`config.mk`:
```
export PLATFORM = sky130hd
export DESIGN_NAME = rgb565_linear_blend_flat
export DESIGN_NICKNAME = d
export VERILOG_FILES = /design/src/design/rlb_pkg.sv /design/src/design/rlb_if.sv /design/src/design/rlb_lane.sv /design/src/design/rgb565_linear_blend.sv /design/src/flat_wrapper.sv
export SDC_FILE = /design/constraint.sdc
export NUM_CORES = 2
export LEC_CHECK = 0
export ABC_AREA = 1
export ABC_CLOCK_PERIOD_IN_PS = 63800
export BUFFER_PORTS_ARGS = -buffer_cell sky130_fd_sc_hd__buf_2
export CAP_MARGIN = 20
export CELL_PAD_IN_SITES_DETAIL_PLACEMENT = 0
export CELL_PAD_IN_SITES_GLOBAL_PLACEMENT = 1
export CORE_AREA = 2 2 532 534
export CTS_BUF_LIST = sky130_fd_sc_hd__clkbuf_8
export DETAILED_ROUTE_END_ITERATION = 7
export DIE_AREA = 0 0 534 536
export PLACE_DENSITY = 0.43
export SETUP_SLACK_MARGIN = 0.15
export SLEW_MARGIN = 20
export SYNTH_ARGS = -nofsm -noshare
export SYNTH_HDL_FRONTEND = slang
export SYNTH_SLANG_ARGS = --single-unit
export TNS_END_PERCENT = 20
```
`constraint.sdc`:
```
create_clock -name clk_i -period 63.8 [get_ports clk_i]
set_input_delay 3.19 -clock clk_i [delete_from_list [all_inputs] [get_ports clk_i]]
set_output_delay 3.19 -clock clk_i [all_outputs]
set_load 0.01 [all_outputs]
```
`src/design/rlb_pkg.sv`:
```
// shared constants and types for the rgb565 linear blend block
// no dependencies
`default_nettype none
package rlb_pkg;
  localparam int unsigned FracW = 16;
  localparam int unsigned ColorW = 16;
  localparam int unsigned ChanW = 8;
  // magnitude of a clamped fraction (positive denominator)
  localparam int unsigned MagW = FracW - 1;
  // |diff| * n, diff magnitude below 256
  localparam int unsigned ProdW = ChanW + MagW;
  localparam int unsigned NumLanes = 3;
  // one quotient bit per divide stage
  localparam int unsigned DivStages = ChanW;
  localparam int unsigned LaneLat = DivStages + 1;

  typedef logic [ChanW-1:0] chan_t;
  typedef logic [MagW-1:0] mag_t;

  typedef struct packed {
    logic  en;
    mag_t  numer;
    mag_t  denom;
  } lane_ctl_t;

  function automatic chan_t widen5(input logic [4:0] c);
    widen5 = {c, c[4:2]};
  endfunction

  function automatic chan_t widen6(input logic [5:0] c);
    widen6 = {c, c[5:4]};
  endfunction
endpackage
`default_nettype wire

```
`src/design/rlb_if.sv`:
```
// handshake channels for the rgb565 linear blend block
// depends on rlb_pkg
`default_nettype none
interface rlb_in_if;
  logic                              valid;
  logic                              ready;
  logic [rlb_pkg::ColorW-1:0]        start_color;
  logic [rlb_pkg::ColorW-1:0]        end_color;
  logic signed [rlb_pkg::FracW-1:0]  step_position;
  logic signed [rlb_pkg::FracW-1:0]  step_count;
  modport source (output valid, start_color, end_color, step_position, step_count,
                  input ready);
  modport sink (input valid, start_color, end_color, step_position, step_count,
                output ready);
endinterface

interface rlb_out_if;
  logic                       valid;
  logic                       ready;
  logic [rlb_pkg::ColorW-1:0] blended_color;
  modport source (output valid, blended_color, input ready);
  modport sink (input valid, blended_color, output ready);
endinterface
`default_nettype wire

```
`src/design/rlb_lane.sv`:
```
// one color channel: multiply, pipelined restoring divide, signed add
// depends on rlb_pkg
`default_nettype none
module rlb_lane (
  input  wire logic               clk_i,
  input  wire rlb_pkg::lane_ctl_t ctl_i,
  input  wire rlb_pkg::chan_t     a_i,
  input  wire rlb_pkg::chan_t     b_i,
  output rlb_pkg::chan_t          res_o
);
  localparam int unsigned PW = rlb_pkg::ProdW;
  localparam int unsigned DS = rlb_pkg::DivStages;

  logic           neg_q   [0:DS];
  rlb_pkg::chan_t a_q     [0:DS];
  rlb_pkg::mag_t  den_q   [0:DS];
  logic [PW-1:0]  rem_q   [0:DS];
  rlb_pkg::chan_t quo_q   [0:DS];

  logic           neg_d;
  rlb_pkg::chan_t mag_d;

  always_comb begin
    neg_d = b_i < a_i;
    mag_d = neg_d ? (a_i - b_i) : (b_i - a_i);
  end

  always_ff @(posedge clk_i) begin
    if (ctl_i.en) begin
      neg_q[0] <= neg_d;
      a_q[0]   <= a_i;
      den_q[0] <= ctl_i.denom;
      rem_q[0] <= mag_d * ctl_i.numer;
      quo_q[0] <= '0;
    end
  end

  for (genvar s = 0; s < DS; s++) begin : g_div
    localparam int unsigned Sh = DS - 1 - s;
    logic [PW-1:0] trial;
    logic          take;
    assign trial = PW'(den_q[s]) << Sh;
    assign take  = rem_q[s] >= trial;
    always_ff @(posedge clk_i) begin
      if (ctl_i.en) begin
        neg_q[s+1] <= neg_q[s];
        a_q[s+1]   <= a_q[s];
        den_q[s+1] <= den_q[s];
        rem_q[s+1] <= take ? (rem_q[s] - trial) : rem_q[s];
        quo_q[s+1] <= quo_q[s] | (take ? (rlb_pkg::chan_t'(1) << Sh) : '0);
      end
    end
  end

  // quotient magnitude never carries the result out of 0..255
  assign res_o = neg_q[DS] ? (a_q[DS] - quo_q[DS]) : (a_q[DS] + quo_q[DS]);
endmodule
`default_nettype wire

```
`src/design/rgb565_linear_blend.sv`:
```
// top level of the rgb565 linear blend block: lanes plus merge and output stage
// depends on rlb_pkg, rlb_if, rlb_lane
`default_nettype none
// Blends two RGB565 colors by step_position/step_count, one request per clock.
// A non-positive step_count returns start_color unchanged; otherwise the
// position is clamped to 0..step_count, each channel is widened to 8 bits and
// interpolated with a signed quotient truncated toward zero, and the result is
// repacked. Three channel lanes run side by side; each multiplies and then
// divides with one quotient bit per stage, so a request passes through 1
// multiply stage, 8 divide stages and 1 output register. The pipeline holds
// while the output waits, and accepts a new request every cycle that the
// output register is free or being drained.
module rgb565_linear_blend (
  input  wire logic clk_i,
  input  wire logic rst_ni,
  rlb_in_if.sink    req_i,
  rlb_out_if.source res_o
);
  localparam int unsigned Lat = rlb_pkg::LaneLat;

  logic                 adv;
  logic                 vld_q    [0:Lat-1];
  logic                 byp_q    [0:Lat-1];
  logic [15:0]          c0_q     [0:Lat-1];
  logic                 out_vld_q;
  logic [15:0]          out_q;

  rlb_pkg::lane_ctl_t   ctl;
  rlb_pkg::chan_t       a_ch [0:rlb_pkg::NumLanes-1];
  rlb_pkg::chan_t       b_ch [0:rlb_pkg::NumLanes-1];
  rlb_pkg::chan_t       r_ch [0:rlb_pkg::NumLanes-1];
  logic                 bypass;

  // pipeline moves whenever the output slot can take a result
  assign adv         = !out_vld_q || res_o.ready;
  assign req_i.ready = adv;

  // clamp the fraction; a non-positive denominator bypasses the lanes
  always_comb begin
    bypass    = req_i.step_count <= 0;
    ctl.en    = adv;
    ctl.denom = rlb_pkg::mag_t'(req_i.step_count);
    if (req_i.step_position < 0) begin
      ctl.numer = '0;
    end else if (req_i.step_position > req_i.step_count) begin
      ctl.numer = rlb_pkg::mag_t'(req_i.step_count);
    end else begin
      ctl.numer = rlb_pkg::mag_t'(req_i.step_position);
    end
    a_ch[0] = rlb_pkg::widen5(req_i.start_color[15:11]);
    a_ch[1] = rlb_pkg::widen6(req_i.start_color[10:5]);
    a_ch[2] = rlb_pkg::widen5(req_i.start_color[4:0]);
    b_ch[0] = rlb_pkg::widen5(req_i.end_color[15:11]);
    b_ch[1] = rlb_pkg::widen6(req_i.end_color[10:5]);
    b_ch[2] = rlb_pkg::widen5(req_i.end_color[4:0]);
  end

  for (genvar l = 0; l < rlb_pkg::NumLanes; l++) begin : g_lane
    rlb_lane u_lane (
      .clk_i (clk_i),
      .ctl_i (ctl),
      .a_i   (a_ch[l]),
      .b_i   (b_ch[l]),
      .res_o (r_ch[l])
    );
  end

  // valid bits follow the lanes
  always_ff @(posedge clk_i or negedge rst_ni) begin
    if (!rst_ni) begin
      for (int i = 0; i < Lat; i++) vld_q[i] <= 1'b0;
      out_vld_q <= 1'b0;
    end else if (adv) begin
      vld_q[0] <= req_i.valid;
      for (int i = 1; i < Lat; i++) vld_q[i] <= vld_q[i-1];
      out_vld_q <= vld_q[Lat-1];
    end
  end

  // bypass flag and raw start color ride alongside
  always_ff @(posedge clk_i) begin
    if (adv) begin
      byp_q[0] <= bypass;
      c0_q[0]  <= req_i.start_color;
      for (int i = 1; i < Lat; i++) begin
        byp_q[i] <= byp_q[i-1];
        c0_q[i]  <= c0_q[i-1];
      end
      // merge: repack lanes by dropping low bits, or pass start color
      out_q <= byp_q[Lat-1] ? c0_q[Lat-1]
                            : {r_ch[0][7:3], r_ch[1][7:2], r_ch[2][7:3]};
    end
  end

  assign res_o.valid         = out_vld_q;
  assign res_o.blended_color = out_q;
endmodule
`default_nettype wire

```
`src/flat_wrapper.sv`:
```
// flat-port wrapper written by rule: the top's interface ports become plain ports
module rgb565_linear_blend_flat 
  (clk_i, rst_ni, req_i_valid, req_i_start_color, req_i_end_color, req_i_step_position, req_i_step_count, req_i_ready, res_o_valid, res_o_blended_color, res_o_ready);
  rlb_in_if req_i_i ();
  rlb_out_if res_o_i ();
  input  wire logic clk_i;
  input  wire logic rst_ni;
  input wire logic [$bits(req_i_i.valid)-1:0] req_i_valid;
  input wire logic [$bits(req_i_i.start_color)-1:0] req_i_start_color;
  input wire logic [$bits(req_i_i.end_color)-1:0] req_i_end_color;
  input wire logic [$bits(req_i_i.step_position)-1:0] req_i_step_position;
  input wire logic [$bits(req_i_i.step_count)-1:0] req_i_step_count;
  output wire logic [$bits(req_i_i.ready)-1:0] req_i_ready;
  output wire logic [$bits(res_o_i.valid)-1:0] res_o_valid;
  output wire logic [$bits(res_o_i.blended_color)-1:0] res_o_blended_color;
  input wire logic [$bits(res_o_i.ready)-1:0] res_o_ready;
  assign req_i_i.valid = req_i_valid;
  assign req_i_i.start_color = req_i_start_color;
  assign req_i_i.end_color = req_i_end_color;
  assign req_i_i.step_position = req_i_step_position;
  assign req_i_i.step_count = req_i_step_count;
  assign req_i_ready = req_i_i.ready;
  assign res_o_valid = res_o_i.valid;
  assign res_o_blended_color = res_o_i.blended_color;
  assign res_o_i.ready = res_o_ready;
  rgb565_linear_blend u_core (.clk_i(clk_i), .rst_ni(rst_ni), .req_i(req_i_i), .res_o(res_o_i));
endmodule
```
Word level (Yosys, flattened, before mapping)
Memory sizes are Yosys's and may differ from the RTL's.
Index checks and enable logic that the tools add are counted.
Widths: inputs -> output; s select.
- register bits after elaboration: 26
- RAM bits: 1638
- bits of input ports: 68
- memories kept: 17
- memory list (name ; depth ; bits a word ; rd ports ; clocked after Yosys merged registers in ; wr ports ; line ; source):
    u_core.g_lane[0].u_lane.rem_q ; 9 ; 23 ; 8 ; 0 ; 9 ; rlb_lane.sv:17 ; logic [PW-1:0] rem_q [0:DS];
    u_core.g_lane[1].u_lane.rem_q ; 9 ; 23 ; 8 ; 0 ; 9 ; rlb_lane.sv:17 ;
    u_core.g_lane[2].u_lane.rem_q ; 9 ; 23 ; 8 ; 0 ; 9 ; rlb_lane.sv:17 ;
    u_core.c0_q ; 9 ; 16 ; 9 ; 0 ; 9 ; rgb565_linear_blend.sv:24 ; logic [15:0] c0_q [0:Lat-1];
    u_core.g_lane[0].u_lane.den_q ; 9 ; 15 ; 8 ; 0 ; 9 ; rlb_lane.sv:16 ; rlb_pkg::mag_t den_q [0:DS];
    u_core.g_lane[1].u_lane.den_q ; 9 ; 15 ; 8 ; 0 ; 9 ; rlb_lane.sv:16 ;
    +11 memories ; -- ; -- ; -- ; -- ; -- ; -- ;
- add/subtract/negate cells: 36
- multiply operators: 3
- $lt $le $gt $ge: 30
- multiplexer cells: 59
- bitwise gates (word level): 24
- reductions and logical operators: 2
- operators by type and width (kind ; count):
    $mux 23 ; 24
    $mux 8 ; 9
    $sub 8x8->8 ; 9
    $ge 23x15->1 ; 3
    $ge 23x16->1 ; 3
    $ge 23x17->1 ; 3
    $ge 23x18->1 ; 3
    $ge 23x19->1 ; 3
    $ge 23x20->1 ; 3
    $ge 23x21->1 ; 3
    $ge 23x22->1 ; 3
    $mul 8x15->23 ; 3
    $sub 23x15->23 ; 3
    $sub 23x16->23 ; 3
    $sub 23x17->23 ; 3
    $sub 23x18->23 ; 3
    $sub 23x19->23 ; 3
    $sub 23x20->23 ; 3
    $sub 23x21->23 ; 3
    $sub 23x22->23 ; 3
    $mux 15 ; 2
    $add 8x8->8 ; 3
    $lt 8x8->1 ; 3
    $or 8x1->8 ; 3
    20 further kinds ; 50

Depth between registers and ports, before layout
- word-level depth: 4
- mapped depth: 37
- gate-level depth less buffers: 35

Cells and area by module
From an unflattened synthesis, not the netlist that was laid out.
- cell total of the unflattened synthesis: 10200
- area, all modules: 90749.5 um^2
- by module, submodules not included (module ; instances ; cells an instance ; area each (um^2)):
    rlb_lane at u_core.g_lane[0].u_lane ; 1 ; 3287 ; 28242.1
    rlb_lane at u_core.g_lane[2].u_lane ; 1 ; 3288 ; 28049.4
    rlb_lane at u_core.g_lane[1].u_lane ; 1 ; 3265 ; 28029.4
    rgb565_linear_blend ; 1 ; 360 ; 6428.7

Worst setup path after synthesis
No wires, ideal clock.
- path kind: input to output
- start point: in res_o_ready
- end point: out req_i_ready
- arrival: 29.862 ns
- required time: 60.610 ns
- setup slack: 30.748 ns
- stages on the path: 3
- buffers on the path: 1
- cells stage by stage: inv_1 > nand2_1 > clkbuf_1
- longest elaborated chain between the ends: 1
- RTL lines (element ; line ; source):
    from (decl) ; flat_wrapper.sv:16 ; input wire logic [$bits(res_o_i.ready)-1:0] res_o_ready;
    $logic_or 1x1->1 ; rgb565_linear_blend.sv:35 ; assign adv = !out_vld_q || res_o.ready;
    to (decl) ; flat_wrapper.sv:13 ; output wire logic [$bits(req_i_i.ready)-1:0] req_i_ready;
Every way passes these cells.

==> summary.txt <==
Run status
  – Status: completed

STA
  – Final setup TNS: 0 ns
  – Hold Fails Final Rpt: 0
  – Setup ws final: about 54 ns
  – Final critical-path share of the clock period: 0.152
  – Setup violators final: 0
  – Crit path time final: between 9 and 10 ns
  – Fin Hold WS: 0.387 ns
  – Max-slew headroom: 0.217
  – Fmax: 103 MHz
  – Slew @ Worst Pin: ~1.2 ns
  – Max Slew Vio Count: 0
  – Setup Skew: between 0.08 and 0.09 ns
  – RSZ-0062 raised after global routing: false

Final layout
  – Non-filler cells, final: approximately 12000
  – Multi-input gate area: around 36000 um2
  – Area added between synthesis and finish: 11.8%
  – Final nets: between 8000 and 9000
  – Most frequent cells in the layout: nand2_1, inv_1, edfxtp_1, nor2_1, ha_1
  – Commonest non-fill, non-tap cell in the layout: nand2_1
  – Share of layout cells above drive strength 1: 0.0617
  – # fillers: ~30000
  – Register area: 29600 um2

Placement
  – Dpl cells: around 12000
  – Routability congestion estimate: around 0.86
  – IO buf count: 85
  – DP HPWL: between 150000 and 200000 um
  – Pre-CTS setup slack: 53.15 ns

Setup path
  – Critical Path Max Stage Delay: 0.59 ns
  – Reg2reg path depth: 5
  – CP startpoint: req_i_step_count[7]
  – Crit Path Max Fanout: 25
  – Crit path required time: 64.56 ns
  – CP max-delay cell: fa_1
  – Crit path DAT: between 10 and 15 ns
  – Reg-to-reg endpoint: u_core.g_lane[2].u_lane.rem_q[0][45]
  – Crit end category: flop
  – Critical path class: in2reg
  – Reg-to-Reg Start: u_core.res_o.valid
  – Critical Path End: u_core.g_lane[2].u_lane.rem_q[0][14]
  – CP Launch Type: primary input
  – R2r setup slk: around 59 ns

Clock network
  – CTS clk-pin slew, worst paths: roughly 0.060 ns
  – Clock sink total: 986
  – H-Tree Depth: 4
  – Clock Tree Buf Depth: 4
  – Cts bufs inserted: about 190
  – Post-CTS sizing: 0
  – Post-CTS setup buffer count: 0
  – CTS tree: yes
  – CTS hold repair buffers: 0
  – Root buffer cell: clkbuf_8
  – Skew-Pair Late Insertion Delay: roughly 0.95 ns

Synthesis
  – Post-synth EDFFs: around 980
  – Gate Count Post-Synth: 7786
  – Post-Syn Nets: 8679
  – Asr flop ratio synth: 0.0101
  – Prevailing post-synth register cell: edfxtp_1
  – Yosys warnings: 0
  – Mapped Area: approximately 70000 um2
  – Number of synthesized register bits: around 1000
  – Proportion of synthesized chip area in sequential cells: 0.423
  – Synth unique cells: between 60 and 70
  – Avg Inst Size Synth: approximately 9.0 um2

Die
  – Initial Utilization: 0.249
  – Die area: approximately 290000 um2
  – DIE HEIGHT: 536 um
  – I/O pin total: 86
  – CORE AREA: 281000 um2
  – Cell Rows: 195
  – Die X: between 500 and 600 um

Routing
  – Vias: 53500
  – Pre-antenna DRT Iters: 6
  – Iter 0 DRT Violations: 3173
  – Final ANT Viol Nets: 0
  – Vias per inst: 4.52
  – Routed len/inst: between 20 and 25 um
  – DRC: 0
  – DRT Wirelength: between 200000 and 250000 um

Global route
  – Vias in the first global route: around 56000
  – Total GRT Usage: 0.171
  – First-pass GRT wire length: roughly 360000 um
  – Initial antenna violation count: 7
  – Total gr overflow: 0
  – Largest net degree at the start of global routing: ~180

Worst hold path
  – Worst min path class: reg2reg

Run
  – MaxCap Viol Count: 0
-- synth_stat cells, types with 7 or more instances --
cell	count	share of area
o21bai_1	28	0.0030
fa_1	261	0.075
nand3_2	11	0.0016
a21oi_1	484	0.035
o21ai_1	66	0.0047
nor2_1	751	0.040
inv_1	1056	0.057
xnor2_1	153	0.019
buf_2	75	0.0054
xor2_1	163	0.020
a31oi_1	30	0.0027
and3_1	12	0.0011
nor3_1	80	0.0057
buf_4	20	0.0021
a21o_1	61	0.0066
nand2_2	18	0.0016
edfxtp_1	976	0.42
a21boi_0	9	0.00097
nand3_1	427	0.031
nand4_1	125	0.011
nor3b_1	7	0.00075
nand3b_1	55	0.0059
o21ai_2	12	0.0015
a211oi_1	12	0.0013
o21a_1	13	0.0014
or2_2	23	0.0021
ha_1	564	0.10
buf_6	14	0.0023
dfrtp_1	10	0.0036
nor2_2	22	0.0020
o21ai_0	436	0.031
a21oi_2	8	0.0010
and2_1	7	0.00063
inv_2	12	0.00064
clkbuf_1	34	0.0018
nand2_1	1649	0.089
nor4_1	52	0.0047
-- how the worst min path moves through the flow --
stage | slack, ns | depth (start not counted) | endpoint | startpoint
6_report | 0.39 | 0 | u_core.g_lane[0].u_lane.quo_q[2][7] | u_core.g_lane[0].u_lane.quo_q[1][7]
3_5_place_dp | 0.40 | 0 | u_core.byp_q[7] | u_core.byp_q[6]
4_1_cts | 0.39 | 0 | u_core.g_lane[0].u_lane.quo_q[2][7] | u_core.g_lane[0].u_lane.quo_q[1][7]
3_3_place_gp | 0.40 | 0 | u_core.byp_q[2] | u_core.byp_q[1]
5_1_grt | 0.40 | 0 | u_core.g_lane[0].u_lane.quo_q[2][7] | u_core.g_lane[0].u_lane.quo_q[1][7]
2_1_floorplan | 0.40 | 0 | u_core.byp_q[1] | u_core.byp_q[0]
-- through the flow --
stage | utilization | cell area [um2]
4_1_cts | 0.278 | 78100
2_1_floorplan | - | 69900
3_3_place_gp | 0.265 | 74500
6_report | 0.278 | 78100
5_1_grt | 0.278 | 78100
3_5_place_dp | 0.265 | 74500
-- kinds of logic after synthesis --
logic type,Yosys count,share of synthesized area
AO/OA/AOI/OAI,1188,0.0925
XOR/XNOR,316,0.0396
adder cells (fa/ha/maj),825,0.176
buffers and inverters,1215,0.0692
flip-flops,986,0.423
multiplexers,2,0.000322
AND/OR/NAND/NOR,3254,0.199
-- flip-flops by register name (all words and copies together) (netlist names) --
| register | count |
|---|---|
| u_core.res_o.valid | 1 |
| u_core.vld_q | 9 |
| u_core.c0_q | 45 |
| u_core.byp_q | 9 |
| u_core.g_lane.u_lane.a_q | 99 |
| u_core.g_lane.u_lane.quo_q | 108 |
| u_core.g_lane.u_lane.neg_q | 27 |
| u_core.g_lane.u_lane.den_q | 120 |
| u_core.res_o.blended_color | 16 |
| u_core.g_lane.u_lane.rem_q | 552 |
-- worst max-delay path, delay by kind of cell --
| kind | cells | cell delay (ns) |
|---|---|---|
| adders and majority gates | 6 | 2.74 |
| AOI/OAI and AO/OA | 6 | 1.49 |
| buffers and inverters | 5 | 0.46 |
| xor gates and xnor gates | 1 | 0.29 |
| and+or+nand+nor | 8 | 2.25 |
-- layout make-up --
type                       instances  area share
clock inverter                   138      0.0118
inverter                        1070      0.0514
antenna                            5    0.000160
timing repair buffer             128     0.00974
clock buffer                     194      0.0342
sequential                       986       0.378
multi-input combinational       5585       0.455
tap                             3743      0.0599
-- per-layer routing --
metal,wire (um),global-route usage
met3,7100,0.0166
met1,114000,0.225
met5,0,0
met4,7490,0.0535
met2,118000,0.292
Power is not shown: default switching activity piles up to over one toggle a cycle in this logic, so the estimate is an artifact.
